**src/rtl/b64e_pkg.sv**
```systemverilog
package b64e_pkg;

  localparam logic [7:0] UPPER_BASE = 8'h41;  // 'A'
  localparam logic [7:0] LOWER_BASE = 8'h61;  // 'a'
  localparam logic [7:0] DIGIT_BASE = 8'h30;  // '0'
  localparam logic [7:0] PLUS_CHAR  = 8'h2b;  // '+'
  localparam logic [7:0] SLASH_CHAR = 8'h2f;  // '/'
  localparam logic [7:0] PAD_CHAR   = 8'h3d;  // '='

  localparam logic [5:0] NUM_UPPER = 6'd26;
  localparam logic [5:0] NUM_ALPHA = 6'd52;
  localparam logic [5:0] NUM_ALNUM = 6'd62;
  localparam logic [5:0] CODE_PLUS = 6'd62;

  typedef enum logic [1:0] {
    PH_0 = 2'd0,
    PH_1 = 2'd1,
    PH_2 = 2'd2
  } phase_e;

  typedef struct packed {
    logic [7:0] data_byte;
    logic       last_byte;
  } in_req_t;

  typedef struct packed {
    logic [7:0] out_char;
    logic       last_char;
  } out_req_t;

  // One accepted byte turns into up to four characters, sent in index order.
  typedef struct packed {
    logic [3:0][7:0] chars;
    logic [1:0]      last_idx;
    logic            fin;
  } job_t;

  function automatic logic [7:0] sextet_char(logic [5:0] v);
    logic [7:0] c;
    if (v < NUM_UPPER) begin
      c = UPPER_BASE + {2'b00, v};
    end else if (v < NUM_ALPHA) begin
      c = LOWER_BASE + {2'b00, v - NUM_UPPER};
    end else if (v < NUM_ALNUM) begin
      c = DIGIT_BASE + {2'b00, v - NUM_ALPHA};
    end else if (v == CODE_PLUS) begin
      c = PLUS_CHAR;
    end else begin
      c = SLASH_CHAR;
    end
    return c;
  endfunction

endpackage

```
**src/rtl/b64e_front.sv**
```systemverilog
module b64e_front (
  input  logic             clk_i,
  input  logic             rst_ni,
  input  logic             in_valid_i,
  output logic             in_ready_o,
  input  b64e_pkg::in_req_t in_req_i,
  output logic             push_valid_o,
  input  logic             push_ready_i,
  output b64e_pkg::job_t   push_job_o
);

  b64e_pkg::phase_e phase_q, phase_d;
  logic [3:0]       res_q, res_d;
  logic             accept;
  logic [7:0]       b;
  b64e_pkg::job_t   job;

  assign in_ready_o   = push_ready_i;
  assign push_valid_o = in_valid_i;
  assign accept       = in_valid_i & push_ready_i;
  assign b            = in_req_i.data_byte;
  assign push_job_o   = job;

  always_comb begin
    phase_d      = phase_q;
    res_d        = res_q;
    job.chars    = '{default: b64e_pkg::PAD_CHAR};
    job.last_idx = 2'd0;
    job.fin      = in_req_i.last_byte;
    unique case (phase_q)
      b64e_pkg::PH_1: begin
        job.chars[0] = b64e_pkg::sextet_char({res_q[1:0], b[7:4]});
        if (in_req_i.last_byte) begin
          job.chars[1] = b64e_pkg::sextet_char({b[3:0], 2'b00});
          job.last_idx = 2'd2;
          res_d        = 4'd0;
          phase_d      = b64e_pkg::PH_0;
        end else begin
          res_d   = b[3:0];
          phase_d = b64e_pkg::PH_2;
        end
      end
      b64e_pkg::PH_2: begin
        job.chars[0] = b64e_pkg::sextet_char({res_q, b[7:6]});
        job.chars[1] = b64e_pkg::sextet_char(b[5:0]);
        job.last_idx = 2'd1;
        res_d        = 4'd0;
        phase_d      = b64e_pkg::PH_0;
      end
      default: begin
        job.chars[0] = b64e_pkg::sextet_char(b[7:2]);
        if (in_req_i.last_byte) begin
          job.chars[1] = b64e_pkg::sextet_char({b[1:0], 4'b0000});
          job.last_idx = 2'd3;
          res_d        = 4'd0;
          phase_d      = b64e_pkg::PH_0;
        end else begin
          res_d   = {2'b00, b[1:0]};
          phase_d = b64e_pkg::PH_1;
        end
      end
    endcase
  end

  always_ff @(posedge clk_i or negedge rst_ni) begin
    if (!rst_ni) begin
      phase_q <= b64e_pkg::PH_0;
      res_q   <= 4'd0;
    end else if (accept) begin
      phase_q <= phase_d;
      res_q   <= res_d;
    end
  end

  // end of message always returns to a clean group start
  assert property (@(posedge clk_i) disable iff (!rst_ni)
    (accept && in_req_i.last_byte) |=> (phase_q == b64e_pkg::PH_0 && res_q == 4'd0))
    else $error("group state not cleared after last byte");

endmodule

```
**src/rtl/b64e_fifo.sv**
```systemverilog
module b64e_fifo #(
  parameter int Depth = 2
) (
  input  logic           clk_i,
  input  logic           rst_ni,
  input  logic           push_valid_i,
  output logic           push_ready_o,
  input  b64e_pkg::job_t push_job_i,
  output logic           pop_valid_o,
  input  logic           pop_ready_i,
  output b64e_pkg::job_t pop_job_o
);

  localparam int PtrW = (Depth > 1) ? $clog2(Depth) : 1;
  localparam int CntW = $clog2(Depth + 1);

  b64e_pkg::job_t  mem_q [Depth];
  logic [PtrW-1:0] wr_ptr_q, rd_ptr_q;
  logic [CntW-1:0] count_q;
  logic            push, pop;

  assign push_ready_o = (count_q != CntW'(Depth));
  assign pop_valid_o  = (count_q != '0);
  assign push         = push_valid_i & push_ready_o;
  assign pop          = pop_valid_o & pop_ready_i;
  assign pop_job_o    = mem_q[rd_ptr_q];

  always_ff @(posedge clk_i) begin
    if (push) begin
      mem_q[wr_ptr_q] <= push_job_i;
    end
  end

  always_ff @(posedge clk_i or negedge rst_ni) begin
    if (!rst_ni) begin
      wr_ptr_q <= '0;
      rd_ptr_q <= '0;
      count_q  <= '0;
    end else begin
      if (push) begin
        wr_ptr_q <= (wr_ptr_q == PtrW'(Depth - 1)) ? '0 : wr_ptr_q + 1'b1;
      end
      if (pop) begin
        rd_ptr_q <= (rd_ptr_q == PtrW'(Depth - 1)) ? '0 : rd_ptr_q + 1'b1;
      end
      if (push && !pop) begin
        count_q <= count_q + 1'b1;
      end else if (pop && !push) begin
        count_q <= count_q - 1'b1;
      end
    end
  end

  assert property (@(posedge clk_i) disable iff (!rst_ni)
    count_q <= CntW'(Depth))
    else $error("queue count overflow");

  assert property (@(posedge clk_i) disable iff (!rst_ni)
    (push && !pop) |=> (count_q == $past(count_q) + 1'b1))
    else $error("queue count lost a push");

endmodule

```
**src/rtl/b64e_back.sv**
```systemverilog
module b64e_back (
  input  logic               clk_i,
  input  logic               rst_ni,
  input  logic               pop_valid_i,
  output logic               pop_ready_o,
  input  b64e_pkg::job_t     pop_job_i,
  output logic               out_valid_o,
  input  logic               out_ready_i,
  output b64e_pkg::out_req_t out_req_o
);

  b64e_pkg::job_t     cur_q;
  logic               busy_q;
  logic [1:0]         idx_q;
  logic               out_valid_q;
  b64e_pkg::out_req_t out_q;
  logic               load;      // output register takes a character
  logic               at_end;
  logic               take;

  assign load        = busy_q & (~out_valid_q | out_ready_i);
  assign at_end      = (idx_q == cur_q.last_idx);
  assign pop_ready_o = ~busy_q | (load & at_end);
  assign take        = pop_valid_i & pop_ready_o;
  assign out_valid_o = out_valid_q;
  assign out_req_o   = out_q;

  always_ff @(posedge clk_i) begin
    if (take) begin
      cur_q <= pop_job_i;
    end
    if (load) begin
      out_q.out_char  <= cur_q.chars[idx_q];
      out_q.last_char <= cur_q.fin & at_end;
    end
  end

  always_ff @(posedge clk_i or negedge rst_ni) begin
    if (!rst_ni) begin
      busy_q      <= 1'b0;
      idx_q       <= 2'd0;
      out_valid_q <= 1'b0;
    end else begin
      if (take) begin
        busy_q <= 1'b1;
        idx_q  <= 2'd0;
      end else if (load) begin
        busy_q <= ~at_end;
        idx_q  <= idx_q + 2'd1;
      end
      if (load) begin
        out_valid_q <= 1'b1;
      end else if (out_ready_i) begin
        out_valid_q <= 1'b0;
      end
    end
  end

  // a flagged last character closes the job unless a new one is taken
  assert property (@(posedge clk_i) disable iff (!rst_ni)
    (load && cur_q.fin && at_end && !pop_valid_i) |=> !busy_q)
    else $error("serializer still busy after last character");

endmodule

```
**src/rtl/base64_encoder_top.sv**
```systemverilog
// Streaming base64 encoder, standard alphabet with '=' padding. Send one
// message byte per request on the input channel and raise last_byte on the
// final byte; the output channel returns ASCII characters one per request,
// with last_char set on the final character of the message (after any '='
// padding). A message with a last byte always leaves the encoder at the start
// of a fresh group. Rate: the input takes one byte per cycle while the job
// queue between the byte classifier and the character serializer has room
// (QueueDepth entries); the serializer sends one character per cycle while
// the output is ready, so a steady stream gives four characters per three
// bytes; a final byte yields up to four characters. Output characters are
// registered, behind the job queue and the serializer's job register.
module base64_encoder_top #(
  parameter int QueueDepth = 2
) (
  input  logic               clk_i,
  input  logic               rst_ni,
  input  logic               in_valid_i,
  output logic               in_ready_o,
  input  b64e_pkg::in_req_t  in_req_i,
  output logic               out_valid_o,
  input  logic               out_ready_i,
  output b64e_pkg::out_req_t out_req_o
);

  // front to queue
  logic           push_valid;
  logic           push_ready;
  b64e_pkg::job_t push_job;
  // queue to back
  logic           pop_valid;
  logic           pop_ready;
  b64e_pkg::job_t pop_job;

  // Tracks group phase and leftover bits, turns each byte into a character job.
  b64e_front u_front (
    .clk_i        (clk_i),
    .rst_ni       (rst_ni),
    .in_valid_i   (in_valid_i),
    .in_ready_o   (in_ready_o),
    .in_req_i     (in_req_i),
    .push_valid_o (push_valid),
    .push_ready_i (push_ready),
    .push_job_o   (push_job)
  );

  // Decouples byte intake from character output.
  b64e_fifo #(
    .Depth (QueueDepth)
  ) u_fifo (
    .clk_i        (clk_i),
    .rst_ni       (rst_ni),
    .push_valid_i (push_valid),
    .push_ready_o (push_ready),
    .push_job_i   (push_job),
    .pop_valid_o  (pop_valid),
    .pop_ready_i  (pop_ready),
    .pop_job_o    (pop_job)
  );

  // Sends the characters of each job one per cycle, while the output is ready, through an output register.
  b64e_back u_back (
    .clk_i       (clk_i),
    .rst_ni      (rst_ni),
    .pop_valid_i (pop_valid),
    .pop_ready_o (pop_ready),
    .pop_job_i   (pop_job),
    .out_valid_o (out_valid_o),
    .out_ready_i (out_ready_i),
    .out_req_o   (out_req_o)
  );

endmodule
```
**config.mk**
```make
export PLATFORM = sky130hd
export DESIGN_NAME = base64_encoder_top
export DESIGN_NICKNAME = d
export VERILOG_FILES = /design/src/rtl/b64e_pkg.sv /design/src/rtl/b64e_front.sv /design/src/rtl/b64e_fifo.sv /design/src/rtl/b64e_back.sv /design/src/rtl/base64_encoder_top.sv
export SDC_FILE = /design/constraint.sdc
export NUM_CORES = 1
export LEC_CHECK = 0
export ABC_AREA = 1
export BUFFER_PORTS_ARGS = -buffer_cell sky130_fd_sc_hd__buf_2
export CORE_MARGIN = 2
export CORE_UTILIZATION = 55
export DETAILED_ROUTE_END_ITERATION = 12
export PLACE_DENSITY_LB_ADDON = 0.3
export SYNTH_ARGS = -nofsm -noshare
export SYNTH_HDL_FRONTEND = slang
export SYNTH_SLANG_ARGS = --single-unit
```
**constraint.sdc**
```tcl
create_clock -name clk_i -period 6.2 [get_ports clk_i]
set_input_delay 0.31 -clock clk_i [delete_from_list [all_inputs] [get_ports clk_i]]
set_output_delay 0.31 -clock clk_i [all_outputs]
set_load 0.02 [all_outputs]
```
== Word-level counts from Yosys, hierarchy flattened ==
Memories as Yosys holds them, arrays and structs flattened. A register that Yosys moved wholly into a read port is not among the register bits.
Cells that the tools add are included.
Storage, ports and cells
  bits of input ports: 13
  register bits: 39
  memories: 1
  logic and storage cells: 140
  bits in latches: 0
  memory bits (writable): 38
  output and inout bits: 11
  memory bits (read-only): 0
Memory list
  u_fifo.mem_q: words 2, bits a word 19, read ports 1, clocked after Yosys merged registers in 1, write ports 1, line b64e_fifo.sv:17  | b64e_pkg::job_t mem_q [Depth];
Cells by class
  mux-type cells: 47
  divide/modulo/power cells: 0
  equal/unequal tests: 8
  magnitude comparators: 19
  bitwise logic cells: 10
  reductions and logical operators: 8
  multiply operators: 0
  $add $sub $neg: 35
  shifts and indexed selects: 0
Operator list (count)
  $mux 8: 21
  $add 7x6->8 const A: 12
  $lt 6x6->1 const B: 12
  $add 6x6->7 const A: 6
  $lt 6x5->1 const B: 6
  $pmux 18 s2: 1
  $sub 6x5->6 const B: 6
  $sub 6x6->6 const B: 6
  $eq 6x6->1 const B: 4
  $bmux 8 s2: 1
  $mux 2: 8
  $mux 3: 4
  $mux 1: 9
  $pmux 4 s2: 1
  $reduce_bool 2->1: 4
  $and 1x1->1: 5
  $add 2x1->2 const B: 2
  $mux 4: 1
  $pmux 2 s2: 1
  $lt 2x3->1 const B: 1
  $not 1->1: 3
  $add 1x1->1 const B: 2
  $eq 2x1->1 const B: 1
  $eq 2x2->1: 1
  other kinds (6): 9

== Longest topological paths before layout ==
Gate-level depths: netlist (run 1).
  depth in word-level cells: 9
  mapped depth: 14
  gate-level depth less buffers: 14

== Hierarchy ==
From an unflattened synthesis (run 1), not the netlist that was laid out.
Unflattened totals
  cells, all modules: 848
  area total of the unflattened synthesis: 7627.3 µm²
By module, submodules not included
  b64e_front: area each 3025.4 µm², cells each 519, seq. area each 150.1 µm², instances 1
  b64e_fifo: area each 2830.2 µm², cells each 211, seq. area each 2202.1 µm², instances 1
  b64e_back: area each 1771.7 µm², cells each 118, seq. area each 1421.4 µm², instances 1

== Worst setup path before layout (run 1) ==
OpenSTA, ideal clock, no wires.
  kind: register -> register
  from: reg u_fifo.count_q[0]
  to: mem u_fifo.mem_q[1][0] (netlist bit) (enable)
  path slack: 4.224 ns
  data arrival time: 1.580 ns
  path buffers: 0
  period minus slack after synthesis: 1.976 ns
  required time: 5.804 ns
  stages on the path, launching flop included: 5
  path through: dfrtp_1 inv_1 nand2_1 nand2_1 nor2_1
On the way
  longest elaborated chain between the ends: 4
RTL lines
  start: declaration: line b64e_fifo.sv:19  | logic [CntW-1:0] count_q;
  start signal: assignment: line b64e_fifo.sv:47  | count_q <= count_q + 1'b1;
  start signal: assignment: line b64e_fifo.sv:49  | count_q <= count_q - 1'b1;
  $ne 2x2->1: line b64e_fifo.sv:22  | assign push_ready_o = (count_q != CntW'(Depth));
  named net in_ready_o: line base64_encoder_top.sv:18  | output logic in_ready_o,
  $and 1x1->1: line b64e_fifo.sv:24  | assign push = push_valid_i & push_ready_o;
  $mux 1: line b64e_fifo.sv:29  | if (push) begin
  $mux 1 (not written as such): line b64e_fifo.sv:30  | mem_q[wr_ptr_q] <= push_job_i;
  end: declaration: line b64e_fifo.sv:17
The timed path passes the listed nets, and every way through them passes these cells.

==> summary.md, run 1 <==
| Metric | Value |
|---|---|
| Status | completed |
| RSZ-0062 raised after global routing | false |
| Worst skew pair latency | 0.34 ns |
| Lkg Pwr | 0.00279 uW |
| CTS Sinks | 80 |
| Final min period | 2.44 ns |
| Number of global-route vias before repair | 4,426 |
| Post-synth EDFFs | 66 |
| Total power | 2520 uW |
| Most common cell on crit path | nand2_1 |
| HP Class | primary input to flop |
| Final HPWL DP | 9800 um |
| Data required, critical path | 6.29 ns |
| # diodes | 0 |
| Share of cells above drive strength 1 | 0.107 |
| Setup Skew | 0.00708 ns |
| Total power per unit cell area | 415 nW/um^2 |
| MaxCap Viol Count | 0 |
| CTS tree | done |
| Critical Path Max Stage Delay | 0.66 ns |
| Clock-pin transition on the worst setup and hold timing paths | 0.07 ns |
| Io pins | 24 |
| Peak VDD IR | 220 uV |
| First-pass GRT wire length | 21,700 um |
| Critical path arrival | 2.53 ns |
| Final ANT Viol Nets | 0 |
| Largest net degree at the start of global routing | 21 |
| Gr usage total | 0.248 |
| PortBufs | 23 |
| Most numerous cell in the Yosys netlist | nand2_1 |
| Max-slew violation count | 0 |
| Yosys warns | 0 |
| Die W | 105 um |
| Post-synth top area cell | edfxtp_1 |
| Yosys reg bits | 80 |
| CTS H-tree depth | 3 |
| Final Hold Vio Count | 0 |
| Synth async-reset ratio | 0.175 |
| Drt first pass iters | 5 |
| Synthesized area per cell | 8.05 sq um |
| Slowest-stage cell, CP | dfrtp_1 |
| Layout fillers | 921 |
| Row cnt | 36 |
| Final WL | 13,000 um |
| Post-Syn Area | 5600 sq um |
| GRT overflow | 0 |
| Area of the multi-input gates | 2830 sq um |
| Final setup vio count | 0 |
| Upper clock frequency limit | 0.410 GHz |
| Tcrit/Tclk final | 0.393 |
| Top cells by area, synth | edfxtp_1, nand2_1, ha_1 |
| Placed instance count | 836 |
| Worst setup EP type | flop |
| CP cell instances | inv_1 > ha_1 > xor2_1 > ha_1 > inv_1 > nor2_1 > nor2_1 > nand2_1 > nand2_1 > nand2_1 > nand2_1 |
| Vias after detailed routing | 4,619 |
| Avg WL per Cell | 15.3 um |
| Sequential area share after synthesis | 0.417 |
| Layout Utilization | 0.618 |
| Crit path kind | flop to flop |
| Synth top area share | 0.354 |
| CP Max Fanout | 10 |
| Initial antenna violation count | 0 |
| Main synth FF type | edfxtp_1 |
| Headroom to the max-slew limit | 0.514 |
| Final nets | 771 |
| Commonest cells in the netlist | nand2_1, edfxtp_1, inv_1, nor2_1, nand3_1 |
| Non-filler cells, final | 853 |
| CTS buffer count | 9 |
| Setup Total Neg Slack | 0 ns |
| Max Buffers Root-to-Sink | 2 |
| Core footprint | 9820 sq um |
| Setup ws final | 3.76 ns |
| Dpl ws | 3.82 ns |
| Register area | 2330 sq um |
| Starting Density | 0.570 |
| Post-Syn Nets | 751 |
| Crit path launch type | flop |
| Synth Instances | 695 |
| Post-route DRC violation count | 0 |
| 1st-iter DRT viols | 391 |
| GP Congestion | 0.916 |
| Height of the die | 105 um |
| Area delta synth->final | 8.40% |
| Slew at the pin with the worst max-slew slack | 0.728 ns |
| Netlist cell types | 39 |
| Root buffer cell | clkbuf_8 |
| Post-CTS Setup Bufs | 0 |
| Die area | 11,000 sq um |
| Vias per inst | 5.42 |
metal layers:
layer  up-vias  share of wire  track usage
li1       2301              -            -
met1      2144           0.44        0.329
met2       152           0.49        0.413
met3        22          0.047       0.0337
met4         0          0.023       0.0924
met5         -              0            0
cell type report:
type                       instances  share of cell area
clock buffer                      10              0.0210
clock inverter                     6              0.0256
inverter                          80              0.0503
multi-input combinational        517               0.467
sequential                        80               0.384
tap                              133              0.0274
timing repair buffer              27              0.0243
critical path: cells and delay by family (launching register included):
kind / cells / cell delay, ns
adder cells (fa/ha/maj): 2 / 0.62
buffers and inverters: 2 / 0.35
XOR/XNOR: 1 / 0.16
AND/OR/NAND/NOR: 6 / 0.40
flip-flops: 1 / 0.66
repair_timing:
action	CTS	global route
endpoints found under the hold margin	14	0
gates resized for setup	0	0
hold buffers	1	0
through the flow:
step           hold slack (ns)  area (sq um)
2_1_floorplan           0.0144          5600
3_3_place_gp             0.232          5780
3_5_place_dp             0.233          5780
4_1_cts                  0.207          6070
5_1_grt                  0.231          6070
6_report                 0.215          6070
cell usage in the layout (no fill, tap or decap), types with 2 or more instances in the layout:
master,instances
o211ai_1,8
o21ai_2,2
inv_4,2
a21boi_0,2
ha_1,43
buf_4,3
nand3_1,44
o21ai_1,9
nor3_1,3
xnor2_1,6
bufinv_16,5
xor2_1,27
inv_2,8
nor2_2,2
o21ai_0,32
nand4_1,8
a21oi_1,21
inv_1,66
clkbuf_8,9
o22ai_1,4
buf_2,23
dfrtp_1,14
nand2_2,13
a21oi_4,2
nor2_1,51
nand2_1,226
edfxtp_1,66
nor2_4,5
clkinv_1,4
sequential cells by signal, indices dropped and copies added (netlist names), 2 cells and up:
register          flops
u_fifo.count_q        2
u_back.out_req_o      9
u_fifo.mem_q         38
u_front.res_q         4
u_back.cur_q         19
u_front.phase_q       2
u_back.idx_q          2
cells by family (layout without fill, tap and decap cells):
kind of cell               Yosys count  after routing  synth area share
adders and majority gates           43             43            0.0961
DFF                                 80             80             0.417
AOI/OAI and AO/OA                   86             86            0.0905
xor gates and xnor gates            33             33            0.0516
buffers and inverters               98            123            0.0771
and+or+nand+nor                    355            355             0.268
worst paths after layout:
check                              startpoint            endpoint  slack, ns  depth (start not counted)
setup / recovery             u_front.res_q[0]  u_fifo.mem_q[1][8]       3.76                         11
hold / removal                    out_ready_i  u_back.out_valid_o       0.21                          4
setup reg to reg             u_front.res_q[0]  u_fifo.mem_q[1][8]       3.76                         11
hold reg to reg            u_back.out_valid_o  u_back.out_valid_o       0.49                          2
max in group asynchronous              rst_ni  u_front.phase_q[1]       5.52                          2
min in group asynchronous              rst_ni  u_back.out_valid_o       0.42                          2
power breakdown:
| part | internal [uW] | total, uW | switching (uW) |
|---|---|---|---|
| sequential | 905 | 1000 | 99.6 |
| combinational | 302 | 989 | 687 |
| clock | 348 | 527 | 178 |
Note: power is estimated with default switching activity, not from simulation.
==> inputs of run 2 (changes only) <==
Clock period 6.2 ns to 2.3 ns, I/O delays scaled along.
==> summary.md, run 2 (synthesized netlist as in run 1, its figures left out) <==
| Metric | Value |
|---|---|
| First-pass GRT wire length | 21,100 um (was 21,700 um) |
| Die area | 11,000 sq um (unchanged) |
| Largest register FFs | 38 (unchanged) |
| HP Class | primary input to flop (unchanged) |
| Final ANT Viol Nets | 0 (unchanged) |
| Final setup vio count | 0 (unchanged) |
| Setup Total Neg Slack | 0 ns (unchanged) |
| Most frequent cells in the layout | nand2_1, inv_1, edfxtp_1 (unchanged) |
| Final HPWL DP | 9900 um (was 9800 um) |
| R2r setup slk | 0.28 ns (was 3.76 ns) |
| Final nets | 781 (was 771) |
| Root buffer cell | clkbuf_8 (unchanged) |
| Largest reg by FF count | u_fifo.mem_q (unchanged) |
| Max Buffers Root-to-Sink | 2 (unchanged) |
| Initial antenna violation count | 0 (unchanged) |
| CTS Sinks | 80 (unchanged) |
| Vias per inst | 5.39 (was 5.42) |
| CTS buffer count | 9 (unchanged) |
| Final WL | 12,600 um (was 13,000 um) |
| Commonest non-fill, non-tap cell in the layout | nand2_1 (unchanged) |
| Core footprint | 9820 sq um (unchanged) |
| Placed instance count | 846 (was 836) |
| Hold Path Stages | 4 (unchanged) |
| Crit path launch type | flop (unchanged) |
| Share of cells above drive strength 1 | 0.121 (was 0.107) |
| Tcrit/Tclk final | 0.877 (was 0.393) |
| PortBufs | 23 (unchanged) |
| Die W | 105 um (unchanged) |
| CTS H-tree depth | 3 (unchanged) |
| Reg2Reg Depth | 11 (unchanged) |
| Total power per unit cell area | 1050 nW/um^2 (was 415 nW/um^2) |
| Worst setup EP type | flop (unchanged) |
| Setup Skew | 0.0102 ns (was 0.00708 ns) |
| Placed inst area | 5850 sq um (was 5780 sq um) |
| Row cnt | 36 (unchanged) |
| Final Hold Vio Count | 0 (unchanged) |
| # diodes | 0 (unchanged) |
| Gr usage total | 0.241 (was 0.248) |
| Non-filler cells, final | 863 (was 853) |
| Max-slew violation count | 0 (unchanged) |
| GRT overflow | 0 (unchanged) |
| Peak VDD IR | 568 uV (was 220 uV) |
| GP Congestion | 0.956 (was 0.916) |
| Worst skew pair latency | 0.35 ns (was 0.34 ns) |
| Final min period | 2.02 ns (was 2.44 ns) |
| Upper clock frequency limit | 0.496 GHz (was 0.410 GHz) |
| Clock-pin transition on the worst setup and hold timing paths | 0.08 ns (was 0.07 ns) |
| Post-CTS sizing | 0 (unchanged) |
| RSZ-0062 raised after global routing | false (unchanged) |
| Height of the die | 105 um (unchanged) |
| Area delta synth->final | 7.98% (was 8.40%) |
| Hold Worst Slack | 0.0215 ns (was 0.215 ns) |
| Slew at the pin with the worst max-slew slack | 0.599 ns (was 0.728 ns) |
| Critical path arrival | 2.09 ns (was 2.53 ns) |
| Post-Layout Inst Area | 6040 sq um (was 6070 sq um) |
| 1st-iter DRT viols | 420 (was 391) |
| MaxCap Viol Count | 0 (unchanged) |
| Status | completed (unchanged) |
| Avg WL per Cell | 14.6 um (was 15.3 um) |
| Post-route DRC violation count | 0 (unchanged) |
| Lkg Pwr | 0.00279 uW (about the same) |
| Largest net degree at the start of global routing | 21 (unchanged) |
| Crit path kind | flop to flop (unchanged) |
| Data required, critical path | 2.37 ns (was 6.29 ns) |
| Vias after detailed routing | 4,653 (was 4,619) |
| Starting Density | 0.570 (unchanged) |
| Number of global-route vias before repair | 4,459 (was 4,426) |
| Io pins | 24 (unchanged) |
| CP Max Fanout | 8 (was 10) |
| Drt first pass iters | 5 (unchanged) |
| CTS tree | done (unchanged) |
| Headroom to the max-slew limit | 0.600 (was 0.514) |
| Post-CTS Setup Bufs | 0 (unchanged) |
[run 2: changes by cell type in the layout (fill, tap and decap cells not counted)]
cell / delta
inv_6: +4
clkinv_2: -1
clkinv_4: +2
bufinv_16: -5
clkbuf_1: -1
clkinvlp_4: +1
buf_4: +10
[run 2: area by class of cell]
class / instances / area, sq um
multi-input cells: 517 / 2830
fillers: 896 / 3770
flip-flops and latches: 80 / 2330
repair buffers: 37 / 223
inverters: 80 / 305
clock buffers: 9 / 124
clock inverters: 7 / 60.1
well taps: 133 / 166
[run 2: critical path: stages (launching register included)]
cell	delay [ns]
dfrtp_1	0.48
inv_1	0.11
buf_4	0.17
ha_1	0.23
inv_1	0.08
nand2_1	0.04
nand2_1	0.12
nand2_1	0.08
a21oi_1	0.13
o22ai_1	0.10
nand2_1	0.07
nand3_1	0.13
[run 2: stage by stage]
step           power [uW]   util  setup slack, ns
6_report             6350  0.616            0.284
4_1_cts              6380  0.616            0.259
3_5_place_dp         5450  0.596            0.202
5_1_grt              6860  0.616           0.0936
2_1_floorplan        4680      -            0.324
3_3_place_gp         5360  0.596            0.219
[run 2: path summary, 6_finish.rpt]
path	endpoint	start
worst max-delay path	u_fifo.mem_q[0][6]	u_front.res_q[0]
worst min-delay path	u_back.out_valid_o	out_ready_i
worst max register to register	u_fifo.mem_q[0][6]	u_front.res_q[0]
worst min register to register	u_fifo.count_q[0]	u_fifo.count_q[0]
max in group asynchronous	u_front.phase_q[0]	rst_ni
min in group asynchronous	u_back.idx_q[1]	rst_ni
[run 2: what timing repair did]
action	in CTS	in global routing
endpoints found under the setup margin	0	0
hold endpoints to repair	14	0
hold buffers	1	0
[run 2: per-layer routing]
layer / GRT usage / wire length [um] / up-vias
met1: 0.294 / 5300 / 2161
met5: 0 / 0 / -
met3: 0.0349 / 551 / 22
met2: 0.431 / 6460 / 153
li1: - / - / 2317
met4: 0.0905 / 297 / 0
[run 2: power breakdown]
group	internal, uW	leakage (uW)	total [uW]	switching (uW)
registers	2430	0.000790	2630	199
logic	890	0.00191	2790	1900
clock network	410	0.0000912	930	520
total	3730	0.00279	6350	2620
